File: src/hw/rtl/vmrf_pkg.sv
package vmrf_pkg;

   // frame geometry
   localparam int FRAME_BYTES = 36;
   localparam int IDX_W       = $clog2(FRAME_BYTES);

   typedef logic [IDX_W-1:0] idx_type;

   // byte positions inside the frame
   localparam idx_type POS_START    = idx_type'(0);
   localparam idx_type POS_LEN_LO   = idx_type'(1);
   localparam idx_type POS_LEN_HI   = idx_type'(2);
   localparam idx_type POS_CTRL_LO  = idx_type'(3);
   localparam idx_type POS_CTRL_HI  = idx_type'(4);
   localparam idx_type POS_SEQ      = idx_type'(5);
   localparam idx_type POS_SEQ_PAD  = idx_type'(6);
   localparam idx_type POS_SER_0    = idx_type'(7);
   localparam idx_type POS_SER_1    = idx_type'(8);
   localparam idx_type POS_SER_2    = idx_type'(9);
   localparam idx_type POS_SER_3    = idx_type'(10);
   localparam idx_type POS_PTYPE    = idx_type'(11);
   localparam idx_type POS_SLAVE    = idx_type'(26);
   localparam idx_type POS_FUNC     = idx_type'(27);
   localparam idx_type POS_ADDR_HI  = idx_type'(28);
   localparam idx_type POS_ADDR_LO  = idx_type'(29);
   localparam idx_type POS_CNT_HI   = idx_type'(30);
   localparam idx_type POS_CNT_LO   = idx_type'(31);
   localparam idx_type POS_CRC_LO   = idx_type'(32);
   localparam idx_type POS_CRC_HI   = idx_type'(33);
   localparam idx_type POS_SUM      = idx_type'(34);
   localparam idx_type POS_END      = idx_type'(35);

   // fixed byte values
   localparam logic [7:0] START_BYTE  = 8'hA5;
   localparam logic [7:0] LEN_LO_BYTE = 8'h17;
   localparam logic [7:0] CTRL_LO     = 8'h10;
   localparam logic [7:0] CTRL_HI     = 8'h45;
   localparam logic [7:0] PTYPE_BYTE  = 8'h02;
   localparam logic [7:0] FUNC_READ   = 8'h03;
   localparam logic [7:0] END_BYTE    = 8'h15;
   localparam logic [7:0] ZERO_BYTE   = 8'h00;
   localparam logic [7:0] SEQ_RESET   = 8'h45;

   // crc-16 modbus
   localparam logic [15:0] CRC_POLY = 16'hA001;
   localparam logic [15:0] CRC_INIT = 16'hFFFF;

   // register indexes
   localparam logic [7:0] CSR_SLAVE_ID      = 8'd0;
   localparam logic [7:0] CSR_LOGGER_SERIAL = 8'd1;
   localparam logic [7:0] SLAVE_ID_RESET    = 8'd1;

   typedef struct packed {
      logic [15:0] start_address;
      logic [15:0] register_count;
   } req_type;

   typedef struct packed {
      logic       valid;
      logic [7:0] data;
      logic       last;
   } gen_byte_type;

   // one byte of the reflected crc update
   function automatic logic [15:0] crc_byte(input logic [15:0] crc, input logic [7:0] data);
      logic [15:0] c;
      c = crc ^ {8'h00, data};
      for (int b = 0; b < 8; b++) begin
         if (c[0]) begin
            c = (c >> 1) ^ CRC_POLY;
         end else begin
            c = c >> 1;
         end
      end
      return c;
   endfunction

endpackage

File: src/hw/rtl/vmrf_req_reg.sv
module vmrf_req_reg (
   input  logic             clock,
   input  logic             reset,
   input  logic             req_valid,
   output logic             req_ready,
   input  logic [15:0]      req_start_address,
   input  logic [15:0]      req_register_count,
   input  logic             take,
   output logic             pend_valid,
   output vmrf_pkg::req_type pend
);

   logic              pend_valid_ff, pend_valid_in;
   vmrf_pkg::req_type pend_ff, pend_in;
   logic              accept;

   // hold one request while the current frame streams out
   assign req_ready = !pend_valid_ff;
   assign accept    = req_valid && req_ready;

   always_comb begin
      pend_valid_in = pend_valid_ff;
      pend_in       = pend_ff;
      if (take) begin
         pend_valid_in = 1'b0;
      end
      if (accept) begin
         pend_valid_in          = 1'b1;
         pend_in.start_address  = req_start_address;
         pend_in.register_count = req_register_count;
      end
   end

   always_ff @(posedge clock) begin
      if (reset) begin
         pend_valid_ff <= 1'b0;
      end else begin
         pend_valid_ff <= pend_valid_in;
      end
      pend_ff <= pend_in;
   end

   assign pend_valid = pend_valid_ff;
   assign pend       = pend_ff;

endmodule

File: src/hw/rtl/vmrf_frame_gen.sv
module vmrf_frame_gen (
   input  logic                   clock,
   input  logic                   reset,
   input  logic                   pend_valid,
   input  vmrf_pkg::req_type      pend,
   output logic                   take,
   input  logic [7:0]             slave_id,
   input  logic [31:0]            logger_serial,
   input  logic                   out_ready,
   output vmrf_pkg::gen_byte_type gen
);

   logic              active_ff, active_in;
   vmrf_pkg::idx_type idx_ff, idx_in;
   vmrf_pkg::req_type cur_ff, cur_in;
   logic [15:0]       crc_ff, crc_in;
   logic [7:0]        sum_ff, sum_in;
   logic [7:0]        seq_ff, seq_in;
   logic [7:0]        byte_val;
   logic              step;
   logic              at_end;

   assign step   = active_ff && out_ready;
   assign at_end = (idx_ff == vmrf_pkg::POS_END);
   assign take   = pend_valid && (!active_ff || (step && at_end));

   // byte select by position
   always_comb begin
      case (idx_ff)
         vmrf_pkg::POS_START:   byte_val = vmrf_pkg::START_BYTE;
         vmrf_pkg::POS_LEN_LO:  byte_val = vmrf_pkg::LEN_LO_BYTE;
         vmrf_pkg::POS_LEN_HI:  byte_val = vmrf_pkg::ZERO_BYTE;
         vmrf_pkg::POS_CTRL_LO: byte_val = vmrf_pkg::CTRL_LO;
         vmrf_pkg::POS_CTRL_HI: byte_val = vmrf_pkg::CTRL_HI;
         vmrf_pkg::POS_SEQ:     byte_val = seq_ff;
         vmrf_pkg::POS_SEQ_PAD: byte_val = vmrf_pkg::ZERO_BYTE;
         vmrf_pkg::POS_SER_0:   byte_val = logger_serial[7:0];
         vmrf_pkg::POS_SER_1:   byte_val = logger_serial[15:8];
         vmrf_pkg::POS_SER_2:   byte_val = logger_serial[23:16];
         vmrf_pkg::POS_SER_3:   byte_val = logger_serial[31:24];
         vmrf_pkg::POS_PTYPE:   byte_val = vmrf_pkg::PTYPE_BYTE;
         vmrf_pkg::POS_SLAVE:   byte_val = slave_id;
         vmrf_pkg::POS_FUNC:    byte_val = vmrf_pkg::FUNC_READ;
         vmrf_pkg::POS_ADDR_HI: byte_val = cur_ff.start_address[15:8];
         vmrf_pkg::POS_ADDR_LO: byte_val = cur_ff.start_address[7:0];
         vmrf_pkg::POS_CNT_HI:  byte_val = cur_ff.register_count[15:8];
         vmrf_pkg::POS_CNT_LO:  byte_val = cur_ff.register_count[7:0];
         vmrf_pkg::POS_CRC_LO:  byte_val = crc_ff[7:0];
         vmrf_pkg::POS_CRC_HI:  byte_val = crc_ff[15:8];
         vmrf_pkg::POS_SUM:     byte_val = sum_ff;
         vmrf_pkg::POS_END:     byte_val = vmrf_pkg::END_BYTE;
         default:               byte_val = vmrf_pkg::ZERO_BYTE;
      endcase
   end

   // position counter, running crc and checksum
   always_comb begin
      active_in = active_ff;
      idx_in    = idx_ff;
      cur_in    = cur_ff;
      crc_in    = crc_ff;
      sum_in    = sum_ff;
      seq_in    = seq_ff;
      if (step) begin
         idx_in = idx_ff + vmrf_pkg::idx_type'(1);
         if (idx_ff inside {[vmrf_pkg::POS_SLAVE : vmrf_pkg::POS_CNT_LO]}) begin
            crc_in = vmrf_pkg::crc_byte(crc_ff, byte_val);
         end
         if (idx_ff inside {[vmrf_pkg::POS_LEN_LO : vmrf_pkg::POS_CRC_HI]}) begin
            sum_in = sum_ff + byte_val;
         end
         if (at_end) begin
            active_in = 1'b0;
            seq_in    = seq_ff + 8'd1;
         end
      end
      if (take) begin
         active_in = 1'b1;
         idx_in    = vmrf_pkg::POS_START;
         cur_in    = pend;
         crc_in    = vmrf_pkg::CRC_INIT;
         sum_in    = vmrf_pkg::ZERO_BYTE;
      end
   end

   always_ff @(posedge clock) begin
      if (reset) begin
         active_ff <= 1'b0;
         idx_ff    <= vmrf_pkg::POS_START;
         seq_ff    <= vmrf_pkg::SEQ_RESET;
      end else begin
         active_ff <= active_in;
         idx_ff    <= idx_in;
         seq_ff    <= seq_in;
      end
      cur_ff <= cur_in;
      crc_ff <= crc_in;
      sum_ff <= sum_in;
   end

   assign gen.valid = active_ff;
   assign gen.data  = byte_val;
   assign gen.last  = at_end;

endmodule

File: src/hw/rtl/vmrf_rsp_reg.sv
module vmrf_rsp_reg (
   input  logic                   clock,
   input  logic                   reset,
   input  vmrf_pkg::gen_byte_type gen,
   output logic                   out_ready,
   output logic                   rsp_valid,
   input  logic                   rsp_ready,
   output logic [7:0]             rsp_frame_byte,
   output logic                   rsp_last_byte
);

   logic       valid_ff, valid_in;
   logic [7:0] data_ff, data_in;
   logic       last_ff, last_in;

   // result register loads whenever it is empty or being drained
   assign out_ready = !valid_ff || rsp_ready;

   always_comb begin
      valid_in = valid_ff;
      data_in  = data_ff;
      last_in  = last_ff;
      if (out_ready) begin
         valid_in = gen.valid;
         data_in  = gen.data;
         last_in  = gen.last;
      end
   end

   always_ff @(posedge clock) begin
      if (reset) begin
         valid_ff <= 1'b0;
      end else begin
         valid_ff <= valid_in;
      end
      data_ff <= data_in;
      last_ff <= last_in;
   end

   assign rsp_valid      = valid_ff;
   assign rsp_frame_byte = data_ff;
   assign rsp_last_byte  = last_ff;

endmodule

File: src/hw/rtl/v5_modbus_request_framer_top.sv
// Read-request framer: each accepted transaction (start address, register count) becomes a
// 36-byte logger frame wrapping a Modbus RTU read-holding-registers request, streamed one
// byte per cycle while rsp_ready is high on the rsp channel, with rsp_last_byte marking the
// closing 0x15. While one frame streams out, one further request is held in the input
// register, so consecutive frames leave with no gap. The first byte of a frame passes through
// the holding register, the generator's position register and the result register before it
// reaches rsp_valid. CRC and checksum are built up byte by byte as the frame goes out. The
// sequence number starts at 0x45 after reset and advances after every frame. slave_id and
// logger_serial are read live and are to be written only while no frame is in flight.
module v5_modbus_request_framer_top (
   input  logic        clock,
   input  logic        reset,
   input  logic        req_valid,
   output logic        req_ready,
   input  logic [15:0] req_start_address,
   input  logic [15:0] req_register_count,
   output logic        rsp_valid,
   input  logic        rsp_ready,
   output logic [7:0]  rsp_frame_byte,
   output logic        rsp_last_byte,
   input  logic        csr_write_enable,
   input  logic [7:0]  csr_index,
   input  logic [31:0] csr_write_data
);

   logic [7:0]             slave_id_r_ff, slave_id_r_in;
   logic [31:0]            serial_ff, serial_in;
   logic                   pend_valid;
   vmrf_pkg::req_type      pend;
   logic                   take;
   logic                   out_ready;
   vmrf_pkg::gen_byte_type gen;

   // configuration registers
   always_comb begin
      slave_id_r_in = slave_id_r_ff;
      serial_in     = serial_ff;
      if (csr_write_enable) begin
         case (csr_index)
            vmrf_pkg::CSR_SLAVE_ID:      slave_id_r_in = csr_write_data[7:0];
            vmrf_pkg::CSR_LOGGER_SERIAL: serial_in     = csr_write_data;
            default:                     slave_id_r_in = slave_id_r_ff;
         endcase
      end
   end

   always_ff @(posedge clock) begin
      if (reset) begin
         slave_id_r_ff <= vmrf_pkg::SLAVE_ID_RESET;
         serial_ff     <= '0;
      end else begin
         slave_id_r_ff <= slave_id_r_in;
         serial_ff     <= serial_in;
      end
   end

   vmrf_req_reg u_req_reg (
      .clock              (clock),
      .reset              (reset),
      .req_valid          (req_valid),
      .req_ready          (req_ready),
      .req_start_address  (req_start_address),
      .req_register_count (req_register_count),
      .take               (take),
      .pend_valid         (pend_valid),
      .pend               (pend)
   );

   vmrf_frame_gen u_frame_gen (
      .clock         (clock),
      .reset         (reset),
      .pend_valid    (pend_valid),
      .pend          (pend),
      .take          (take),
      .slave_id      (slave_id_r_ff),
      .logger_serial (serial_ff),
      .out_ready     (out_ready),
      .gen           (gen)
   );

   vmrf_rsp_reg u_rsp_reg (
      .clock          (clock),
      .reset          (reset),
      .gen            (gen),
      .out_ready      (out_ready),
      .rsp_valid      (rsp_valid),
      .rsp_ready      (rsp_ready),
      .rsp_frame_byte (rsp_frame_byte),
      .rsp_last_byte  (rsp_last_byte)
   );

   // the closing byte is always the end marker
   a_last_is_end: assert property (@(posedge clock) disable iff (reset)
      (rsp_valid && rsp_last_byte) |-> (rsp_frame_byte == vmrf_pkg::END_BYTE))
      else $error("last byte is not the end marker");

   // an accepted request fills the holding register
   a_accept_fills: assert property (@(posedge clock) disable iff (reset)
      (req_valid && req_ready) |=> !req_ready)
      else $error("holding register not filled after accept");

   // the generator's last byte lands in the result register
   a_last_forwarded: assert property (@(posedge clock) disable iff (reset)
      (gen.valid && gen.last && out_ready) |=> (rsp_valid && rsp_last_byte))
      else $error("last byte lost between generator and result register");

   // a frame only starts from a pending request
   a_take_needs_pending: assert property (@(posedge clock) disable iff (reset)
      take |-> pend_valid)
      else $error("frame started without a pending request");

endmodule

File: config.mk
export PLATFORM = sky130hd
export DESIGN_NAME = v5_modbus_request_framer_top
export DESIGN_NICKNAME = d
export VERILOG_FILES = /design/src/hw/rtl/vmrf_pkg.sv /design/src/hw/rtl/vmrf_req_reg.sv /design/src/hw/rtl/vmrf_frame_gen.sv /design/src/hw/rtl/vmrf_rsp_reg.sv /design/src/hw/rtl/v5_modbus_request_framer_top.sv
export SDC_FILE = /design/constraint.sdc
export NUM_CORES = 1
export LEC_CHECK = 0
export ABC_AREA = 1
export BUFFER_PORTS_ARGS = -buffer_cell sky130_fd_sc_hd__buf_2
export CAP_MARGIN = 20
export CORE_ASPECT_RATIO = 1.4
export CORE_MARGIN = 4
export CORE_UTILIZATION = 53
export CTS_CLUSTER_DIAMETER = 40
export DETAILED_ROUTE_END_ITERATION = 7
export GPL_TIMING_DRIVEN = 0
export HOLD_SLACK_MARGIN = 0.1
export PLACE_DENSITY = 0.81
export SETUP_SLACK_MARGIN = 0.15
export SLEW_MARGIN = 40
export SYNTH_ARGS = -nofsm -noshare
export SYNTH_HDL_FRONTEND = slang
export SYNTH_SLANG_ARGS = --single-unit
export TNS_END_PERCENT = 20
File: constraint.sdc
create_clock -name clock -period 3.15 [get_ports clock]
set_clock_uncertainty 0.2 [all_clocks]
set_input_delay 0.63 -clock clock [delete_from_list [all_inputs] [get_ports clock]]
set_output_delay 0.63 -clock clock [all_outputs]
set_load 0.005 [all_outputs]
# After elaboration in Yosys (flattened, before gate mapping)
# Cells that the tools add are included.
# W data, S select, Z words.
# op_classes
n_addsub,3
n_lt_le_gt_ge,4
n_eq_ne,20
n_mux,28
bitwise,9
reduce_logical,23
# ops
operator,count
$mux W16,22
$pmux W8 S20,1
$eq A6 B5 Y1 const B,6
$eq A6 B4 Y1 const B,4
$eq A6 B6 Y1 const B,4
$not A2 Y3,8
$eq A6 B3 Y1 const B,3
$xor A16 B8 Y16,1
$reduce_and A2 Y1,6
$add A8 B1 Y8 const B,1
$add A8 B8 Y8,1
$eq A8 B1 Y1 const B,1
$logic_not A8 Y1,1
$add A6 B1 Y6 const B,1
$eq A6 B1 Y1 const B,1
$eq A6 B2 Y1 const B,1
$ge A6 B1 Y1 const B,1
$ge A6 B5 Y1 const B,1
$le A6 B5 Y1 const B,1
$le A6 B6 Y1 const B,1
$logic_and A1 B1 Y1,6
$logic_not A6 Y1,1
$reduce_bool A2 Y1,3
$mux W1,5
other kinds (3),6
# totals
regBits,154
input_bits,77
output_inout_bits,11
word_cells,102

# Depth between registers and ports, before layout
# Gate-level depths: netlist of run 1.
# depth
ltp_word,33
ltp_mapped,25
ltp_nobuf,24

# By module
# Synthesis of run 1 repeated with hierarchy kept, for this count alone.
# hier_totals
cells_unflattened,943
area_unflattened_um2,7988.9
# modules_own_cells
mod,n_inst,cells_per_inst,area_each_um2,seq_area_each_um2
vmrf_frame_gen,1,628,4819.6,1741.7
v5_modbus_request_framer_top,1,262,1845.5,800.8
vmrf_req_reg,1,39,1011.0,980.9
vmrf_rsp_reg,1,14,312.8,290.3

# Worst setup path before layout of run 1
# No wires, ideal clock.
# synth_path
path_type,reg-to-reg
from,register u_frame_gen.idx_ff[0]
to,register u_frame_gen.sum_ff[7]
setup_ns,0.119
arrival_time_ns,2.904
required_time_ns,2.831
setup_slack_ns,-0.073
stages_incl_launch_ff,25
n_path_buf,1
synth_period_minus_slack_ns,3.223
cell_sequence,dfxtp_1 -> inv_1 -> ha_1 -> buf_2 -> inv_1 -> nor2_4 -> nand3_1 -> nand2_1 -> nor2_1 -> nand2_2 -> nor2_4 -> inv_1 -> ha_1 -> a21oi_1 -> nand2_1 -> a21oi_1 -> nor2_1 -> nor2_1 -> nor2_1 -> nor2_1 -> nor2_1 -> o21ai_0 -> nand3_1 -> o21ai_0 -> a21oi_1
# synth_rtl
element,line_no,source
from (decl),vmrf_frame_gen.sv:14,"vmrf_pkg::idx_type idx_ff, idx_in;"
from (signal assigned),vmrf_frame_gen.sv:89,idx_ff <= vmrf_pkg::POS_START;
from (signal assigned),vmrf_frame_gen.sv:93,idx_ff <= idx_in;
to (signal assigned),vmrf_frame_gen.sv:98,sum_ff <= sum_in;
to (decl),vmrf_frame_gen.sv:17,"logic [7:0] sum_ff, sum_in;"

==> qor.tcl, run 1 <==
set qor(die_w_um) 109
set qor(global_route.overflow_total) 0
set qor(global_route.usage.met3_pct) 4.70
set qor(rsz_0062_raised_after_global_routing) {yes}
set qor(p_per_area_nw_per_um2) 505
set qor(global_route.usage.met2_pct) 43.5
set qor(routabilityCongestion) 1.03
set qor(timing.critical_path.to_type) {flip-flop}
set qor(yosysUniqueCellTypes) 44
set qor(final_report_hold_violation_count) 0
set qor(wirelength_mm) 20.5
set qor(violations_in_the_final_reports) {negative setup slack}
set qor(maximum_level_of_the_cts_h_tree) 4
set qor(synth.cell_area_um2) 7610
set qor(via_count) 6804
set qor(path_max_fanout) 5
set qor(drt_pass1_iterations) 6
set qor(report.final.slew_viol_count) 0
set qor(detail_route.vias_per_cell) 5.59
set qor(timing.critical_path.slowest_cell_delay_ns) 0.41
set qor(cts_tree) {built}
set qor(hpwl_mm) 14.5
set qor(p_sw_mw) 1.30
set qor(maxCapViolations) 0
set qor(yosys_most_used_dff) {sky130_fd_sc_hd__dfxtp_1}
set qor(power.static_leakage_nw) 4.26
set qor(ant_nets) 0
set qor(classification_of_the_worst_slack_hold_path) {primary input to flip-flop}
set qor(chipHeight_um) 150
set qor(layout_worst_path_cycle_share_pct) 102
set qor(core_area_um2) 14000
set qor(die_area_um2) 16400
set qor(synth-edff-count) 73
set qor(global_route.usage.total_pct) 26.0
set qor(synthTopCellsByArea) {sky130_fd_sc_hd__edfxtp_1 (29%), sky130_fd_sc_hd__dfxtp_1 (21%), sky130_fd_sc_hd__nand2_1 (8.3%), sky130_fd_sc_hd__inv_1 (4.5%), sky130_fd_sc_hd__nor2_1 (4.3%)}
set qor(grt_max_degree) 42
set qor(power.total_mw) 4.84
set qor(drt-initial-drc-count) 670
set qor(cpMostUsedCell) {sky130_fd_sc_hd__nor2_1}
set qor(placed_cells) 1138
set qor(cts_buffer_depth) 2
set qor(sequential_power_share_pct) 46.5
set qor(yosys_warnings) 0
set qor(antenna_found_initial) 0
set qor(ys_ff_latch) 154
set qor(setup_viols_final) 3
set qor(timing.fmax_ghz) 0.312
set qor(postSynth.asyncResetShare_pct) 0
set qor(syn2layout_area_growth_pct) 26.0
set qor(final_util_pct) 68.6
set qor(yosysTopAreaCell) {sky130_fd_sc_hd__edfxtp_1}
set qor(synthTopCellsByCount) {sky130_fd_sc_hd__nand2_1 (169), sky130_fd_sc_hd__inv_1 (92), sky130_fd_sc_hd__nor2_1 (87)}
set qor(postLayoutCellArea_um2) 9590
set qor(power.clock.fraction_pct) 41.4
set qor(proportion_of_layout_cells_with_a_drive_suffix_above_1_pct) 29.8
set qor(syn-instance-count) 866
set qor(peak_supply_drop_v) 0.000511
set qor(nNetsFinal) 1111
set qor(clock_latency_on_the_worst_skew_pair_ns) 0.43
set qor(timing.final.crit_period_ns) 3.20
set qor(wire_length_of_the_first_global_routing_pass_mm) 32.4
set qor(worst_slack_ns) -0.0503
set qor(synth-seq-area-share_pct) 50.1
set qor(max-slew-margin-rel_pct) 62.3
set qor(synth.most_common_cell) {sky130_fd_sc_hd__nand2_1}
set qor(synth.top_cell.area_share_pct) 28.8
set qor(clk_root_buffer_cell) {sky130_fd_sc_hd__clkbuf_16}
set qor(io-pin-count) 88
set qor(finalNonFillerCells) 1217
set qor(intPower_mw) 3.54
set qor(critical_path_class) {flip-flop to flip-flop}
set qor(numCtsBuffers) 17
set qor(start_util_pct) 54.5
set qor(power.switching_fraction_pct) 26.9
set qor(first_global_vias) 6539
set qor(global_route.peak_usage_layer) {met2}
set qor(cts.reportedPaths.clkPinSlew_ns) 0.07
set qor(cp.required_ns) 3.32
set qor(antennaDiodeCount) 0
set qor(syn_nets) 958
set qor(syn_area_per_cell_um2) 8.79
set qor(placed_cell_area_um2) 8320
set qor(globalRouteMet1Util_pct) 30.6
set qor(critical_path_arrival_ns) 3.37
set qor(core.rowCount) 51
set qor(power.combinational.fraction_pct) 12.0
set qor(drc) 0
set qor(cts_sinks) 154
set qor(critical-path-slowest-cell) {sky130_fd_sc_hd__dfxtp_4}
set qor(tightestPinTransition_ns) 0.565
set qor(status) {complete, but fails checks}
set qor(post_cts_hold_buffer_count) 0
set qor(startpoint_type) {flip-flop}
set qor(post_drt_wl_per_cell_um) 16.8
set qor(portBuffers) 86
==> stage by stage <==
stage	hold WS (ns)	setup TNS [ns]	setup slack, ns
6_report	0.165	-0.0846	-0.0503
5_1_grt	0.153	-0.670	-0.266
4_1_cts	0.162	-0.0726	-0.0623
3_5_place_dp	0.205	-22.21	-0.558
3_3_place_gp	0.201	-24.45	-0.489
2_1_floorplan	0.200	0	0.154
==> placed cells by master (no fill, tap or decap), types with 4 or more instances in the layout <==
cell and instances:
sky130_fd_sc_hd__a211oi_1 38, sky130_fd_sc_hd__a21oi_1 30, sky130_fd_sc_hd__buf_2 92, sky130_fd_sc_hd__buf_4 42, sky130_fd_sc_hd__buf_6 23, sky130_fd_sc_hd__clkbuf_1 8
sky130_fd_sc_hd__clkbuf_16 17, sky130_fd_sc_hd__clkinv_4 4, sky130_fd_sc_hd__dfxtp_1 79, sky130_fd_sc_hd__edfxtp_1 73, sky130_fd_sc_hd__ha_1 7, sky130_fd_sc_hd__ha_4 5
sky130_fd_sc_hd__inv_1 86, sky130_fd_sc_hd__inv_2 7, sky130_fd_sc_hd__inv_4 4, sky130_fd_sc_hd__inv_6 6, sky130_fd_sc_hd__inv_8 6, sky130_fd_sc_hd__nand2_1 153
sky130_fd_sc_hd__nand2_2 33, sky130_fd_sc_hd__nand3_1 56, sky130_fd_sc_hd__nand3_2 11, sky130_fd_sc_hd__nand4_1 49, sky130_fd_sc_hd__nor2_1 77, sky130_fd_sc_hd__nor2_2 7
sky130_fd_sc_hd__nor2_4 19, sky130_fd_sc_hd__nor3_1 4, sky130_fd_sc_hd__o211ai_1 4, sky130_fd_sc_hd__o21ai_0 29, sky130_fd_sc_hd__o21ai_1 7, sky130_fd_sc_hd__xor2_1 10
==> repair_timing <==
item	CTS	global route
pin swaps	38	35
endpoints found under the hold margin	0	0
setup endpoints to repair	45	43
buffers inserted	36	11
gates cloned	0	0
resized for setup	61	28
==> registers in the layout (all words and copies together) (netlist names) <==
signal and flops:
u_frame_gen.idx_ff 6, u_rsp_reg.rsp_valid 1, u_frame_gen.cur_ff 32, u_frame_gen.sum_ff 8, u_rsp_reg.rsp_last_byte 1, u_frame_gen.crc_ff 16, u_frame_gen.seq_ff 8, u_rsp_reg.rsp_frame_byte 8
slave_id_r_ff 8, u_req_reg.pend 32, serial_ff 32, u_req_reg.pend_valid 1, u_frame_gen.active_ff 1
==> power groups by stage <==
stage	registers (mW)	logic [mW]	clock network [mW]
floorplan	2.28	0.273	0
global placement	2.29	0.392	0
detailed placement	2.29	0.408	0
CTS	2.25	0.536	2.02
global route	2.26	0.640	2.14
finish	2.25	0.583	2.01
==> logic make-up after synthesis <==
logic type / count (synthesis) / synth area share, %
compound gates: 117 / 9.25
xor+xnor: 12 / 1.38
fa+ha+maj: 15 / 2.56
buf+inv: 139 / 8.54
flops: 154 / 50.1
simple gates: 429 / 28.2
==> metal layers <==
metal / wire (µm) / up-vias
li1: - / 3245
met1: 7620 / 3173
met4: 1310 / 0
met3: 1300 / 85
met2: 10200 / 301
met5: 0 / -
==> cell type report <==
cell class	instances	area, µm²
plain buffers	37	299
fillers	1023	4380
multi-input cells	573	3410
repair buffers	134	821
clock inverters	15	169
clock buffers	17	425
flip-flops and latches	154	3820
inverters	102	413
well taps	185	231
==> path summary, 6_finish.rpt <==
path                                             from                endpoint  depth (start not counted)  slack [ns]
worst max register to register  u_frame_gen.idx_ff[0]   u_frame_gen.sum_ff[7]                         25       -0.05
worst min register to register     u_req_reg.pend[31]  u_frame_gen.cur_ff[31]                          0        0.21
worst max-delay path            u_frame_gen.idx_ff[0]   u_frame_gen.sum_ff[7]                         25       -0.05
worst min-delay path            req_register_count[7]       u_req_reg.pend[7]                          1        0.16
==> worst max-delay path, delay by kind of cell (launching register included) <==
family | cells | cell delay, ns
and+or+nand+nor | 16 | 1.43
buffers and inverters | 3 | 0.26
DFF | 1 | 0.41
adders and majority gates | 2 | 0.40
AOI/OAI and AO/OA | 4 | 0.45
No activity file was read; power rests on OpenSTA's default activity.
==> inputs of run 2 (changes only) <==
==> constraint.sdc (replaced) <==
create_clock -name clock -period 2.6 [get_ports clock]
set_clock_uncertainty 0.2 [all_clocks]
set_input_delay 0.52 -clock clock [delete_from_list [all_inputs] [get_ports clock]]
set_output_delay 0.52 -clock clock [all_outputs]
set_load 0.005 [all_outputs]
==> qor.tcl, run 2 (same netlist as run 1, synthesis figures left out) <==
set qor(cts_tree) {built} ;# unchanged
set qor(antenna_found_initial) 0 ;# unchanged
set qor(r2r-end) {u_frame_gen.sum_ff[7]} ;# unchanged
set qor(rr_startpoint) {u_frame_gen.idx_ff[1]} ;# was u_frame_gen.idx_ff[0]
set qor(drt-initial-drc-count) 965 ;# was 670
set qor(first_global_vias) 7110 ;# was 6539
set qor(maxCapViolations) 0 ;# unchanged
set qor(layout.filler_cells) 865 ;# was 1023
set qor(detail_route.vias_per_cell) 5.90 ;# was 5.59
set qor(critical_path_class) {flip-flop to flip-flop} ;# unchanged
set qor(post_drt_wl_per_cell_um) 19.5 ;# was 16.8 µm
set qor(via_count) 7497 ;# was 6804
set qor(placed_cell_area_um2) 8380 ;# was 8320 µm²
set qor(timing.critical_path.slowest_cell_delay_ns) 0.42 ;# was 0.41 ns
set qor(critical_path_arrival_ns) 3.37 ;# about the same
set qor(setup_viols_final) 20 ;# was 3
set qor(layout.cells.most_common) {sky130_fd_sc_hd__nand2_1} ;# unchanged
set qor(path_max_fanout) 10 ;# was 5
set qor(proportion_of_layout_cells_with_a_drive_suffix_above_1_pct) 35.4 ;# was 29.8%
set qor(timing.critical_path.cells) {inv_6 > ha_4 > buf_4 > nand4_1 > nand2_1 > nor2_2 > nand2_2 > nor2_4 > inv_2 > ha_4 > a21oi_2 > nand2_2 > a21oi_2 > nor2_1 > nor2_2 > nor2_1 > nor2_1 > nor2_1 > o21ai_1 > nand3_2 > o21ai_2 > a21oi_1}
set qor(peak_supply_drop_v) 0.000610 ;# was 0.000511 V
set qor(syn2layout_area_growth_pct) 36.7 ;# was 26.0%
set qor(timing.critical_path.to_type) {flip-flop} ;# unchanged
set qor(numCtsBuffers) 17 ;# unchanged
set qor(rsz_0062_raised_after_global_routing) {yes} ;# unchanged
set qor(timing.hold.worst_endpoint) {serial_ff[24]} ;# was u_req_reg.pend[7]
set qor(max-slew-margin-rel_pct) 63.2 ;# was 62.3%
set qor(layout_worst_path_cycle_share_pct) 126 ;# was 102%
set qor(tightestPinTransition_ns) 0.552 ;# was 0.565 ns
set qor(cts_buffer_depth) 2 ;# unchanged
set qor(violations_in_the_final_reports) {negative setup slack} ;# unchanged
set qor(mostFrequentLayoutCells) {sky130_fd_sc_hd__nand2_1 (127), sky130_fd_sc_hd__buf_2 (92), sky130_fd_sc_hd__inv_1 (82)} ;# was sky130_fd_sc_hd__nand2_1 (153), sky130_fd_sc_hd__buf_2 (92), sky130_fd_sc_hd__inv_1 (86)
set qor(global_route.usage.total_pct) 28.4 ;# was 26.0%
set qor(p_per_area_nw_per_um2) 580 ;# was 505 nW/µm²
set qor(die_area_um2) 16400 ;# unchanged
set qor(classification_of_the_worst_slack_hold_path) {primary input to flip-flop} ;# unchanged
set qor(hpwl_mm) 14.5 ;# about the same
set qor(timing.critical_path.buf_inv) 3 ;# unchanged
set qor(placed_cells) 1138 ;# unchanged
set qor(wirelength_mm) 24.8 ;# was 20.5 mm
set qor(timing.reg2reg.setup_slack_ns) -0.67 ;# was -0.05 ns
set qor(worst_slack_ns) -0.667 ;# was -0.0503 ns
set qor(startpoint_type) {flip-flop} ;# unchanged
set qor(cp_top_family) {simple AND/OR/NAND/NOR gates} ;# unchanged
set qor(cp.required_ns) 2.71 ;# was 3.32 ns
set qor(start_util_pct) 54.5 ;# unchanged
set qor(cts_sinks) 154 ;# unchanged
set qor(report.final.slew_viol_count) 0 ;# unchanged
set qor(ant_nets) 0 ;# unchanged
set qor(timing.fmax_ghz) 0.306 ;# was 0.312 GHz
set qor(drt_pass1_iterations) 7 ;# was 6
set qor(critical-path-slowest-cell) {sky130_fd_sc_hd__dfxtp_4} ;# unchanged
set qor(die_w_um) 109 ;# unchanged
set qor(antennaDiodeCount) 0 ;# unchanged
set qor(final_report_hold_violation_count) 0 ;# unchanged
set qor(final_util_pct) 74.5 ;# was 68.6%
set qor(status) {complete, but fails checks} ;# unchanged
set qor(wire_length_of_the_first_global_routing_pass_mm) 35.5 ;# was 32.4 mm
set qor(holdCritStartpoint) {csr_write_data[24]} ;# was req_register_count[7]
set qor(maximum_level_of_the_cts_h_tree) 4 ;# unchanged
set qor(cpMostUsedCell) {sky130_fd_sc_hd__nor2_1} ;# unchanged
set qor(nNetsFinal) 1165 ;# was 1111
set qor(power.total_mw) 6.04 ;# was 4.84 mW
set qor(chipHeight_um) 150 ;# unchanged
set qor(whs_path_depth) 3 ;# was 1
set qor(rr_worst_depth) 22 ;# was 25
set qor(core_area_um2) 14000 ;# unchanged
set qor(routabilityCongestion) 1.01 ;# was 1.03
set qor(grt_max_degree) 24 ;# was 42
set qor(cts.reportedPaths.clkPinSlew_ns) 0.07 ;# about the same
set qor(drc) 0 ;# unchanged
set qor(portBuffers) 86 ;# unchanged
set qor(power.static_leakage_nw) 4.58 ;# was 4.26 nW
set qor(postLayoutCellArea_um2) 10400 ;# was 9590 µm²
set qor(clock_latency_on_the_worst_skew_pair_ns) 0.44 ;# was 0.43 ns
set qor(core.rowCount) 51 ;# unchanged
set qor(io-pin-count) 88 ;# unchanged
set qor(global_route.overflow_total) 0 ;# unchanged
set qor(clk_root_buffer_cell) {sky130_fd_sc_hd__clkbuf_16} ;# unchanged
set qor(timing.final.crit_period_ns) 3.27 ;# was 3.20 ns
set qor(holdWs_ns) 0.117 ;# was 0.165 ns
set qor(finalNonFillerCells) 1271 ;# was 1217
[run 2: cell types whose count changed in the layout (fill, tap and decap cells not counted), moves of 4 or more]
cell / change
sky130_fd_sc_hd__nand3_2: +9
sky130_fd_sc_hd__inv_6: +4
sky130_fd_sc_hd__buf_8: +4
sky130_fd_sc_hd__dlygate4sd3_1: +32
sky130_fd_sc_hd__inv_1: -4
sky130_fd_sc_hd__nand2_4: +4
sky130_fd_sc_hd__nand2_2: +22
sky130_fd_sc_hd__nand3_1: -9
sky130_fd_sc_hd__nor2_2: +4
sky130_fd_sc_hd__nor2_1: -5
sky130_fd_sc_hd__buf_4: +10
sky130_fd_sc_hd__nand2_1: -26
[run 2: area by class of cell]
type                            count  area (µm²)  area share, %
Clock inverter                     15         165           1.59
Multi-Input combinational cell    574        3650           35.0
Sequential cell                   154        3820           36.7
Buffer                             37         325           3.12
Inverter                          102         420           4.04
Timing Repair Buffer              187        1380           13.2
Tap cell                          185         231           2.22
Clock buffer                       17         425           4.09
[run 2: repair_timing]
action                     4_1_cts  5_1_grt
resized for setup               64       92
setup buffers                   31       35
hold endpoints to repair        32        0
pin swaps                       42       60
hold buffers                    32        0
gates cloned                     1        3
setup endpoints to repair       50       38
[run 2: layer usage]
metal / vias to the layer above / routed length (µm) / GRT usage [%]
met5: - / 0 / 0
met1: 3380 / 8310 / 32.4
met3: 184 / 2360 / 5.57
li1: 3373 / - / -
met4: 0 / 2160 / 18.8
met2: 560 / 12000 / 47.8
[run 2: worst max-delay path by stage]
stage | start | endpoint | slack [ns] | depth (start not counted)
finish | u_frame_gen.idx_ff[1] | u_frame_gen.sum_ff[7] | -0.67 | 22
global route | u_frame_gen.idx_ff[1] | u_frame_gen.sum_ff[7] | -0.84 | 22
CTS | u_frame_gen.idx_ff[0] | u_frame_gen.sum_ff[7] | -0.53 | 24
global placement | u_frame_gen.idx_ff[1] | u_frame_gen.sum_ff[7] | -0.76 | 21
floorplan | u_frame_gen.idx_ff[0] | u_frame_gen.sum_ff[7] | -0.30 | 24
detailed placement | u_frame_gen.idx_ff[0] | u_frame_gen.sum_ff[7] | -0.78 | 25
[run 2: per-stage QoR]
stage / setup slack, ns / TNS (ns)
after floorplan: -0.296 / -0.527
after global placement: -0.757 / -41.04
after detailed placement: -0.779 / -25.60
after CTS: -0.532 / -2.14
after global routing: -0.837 / -7.31
final: -0.667 / -4.15
[run 2: tightest hold or removal path, stage by stage]
cell	delay [ns]
sky130_fd_sc_hd__buf_2	0.09
sky130_fd_sc_hd__inv_1	0.04
sky130_fd_sc_hd__a211oi_1	0.05
[run 2: power breakdown]
group / internal (mW) / total [mW] / switching [mW] / leakage (nW)
Combinational: 0.387 / 0.828 / 0.440 / 2.94
Sequential: 2.66 / 2.74 / 0.0764 / 1.36
Clock: 1.29 / 2.47 / 1.18 / 0.287
Total: 4.34 / 6.04 / 1.70 / 4.58
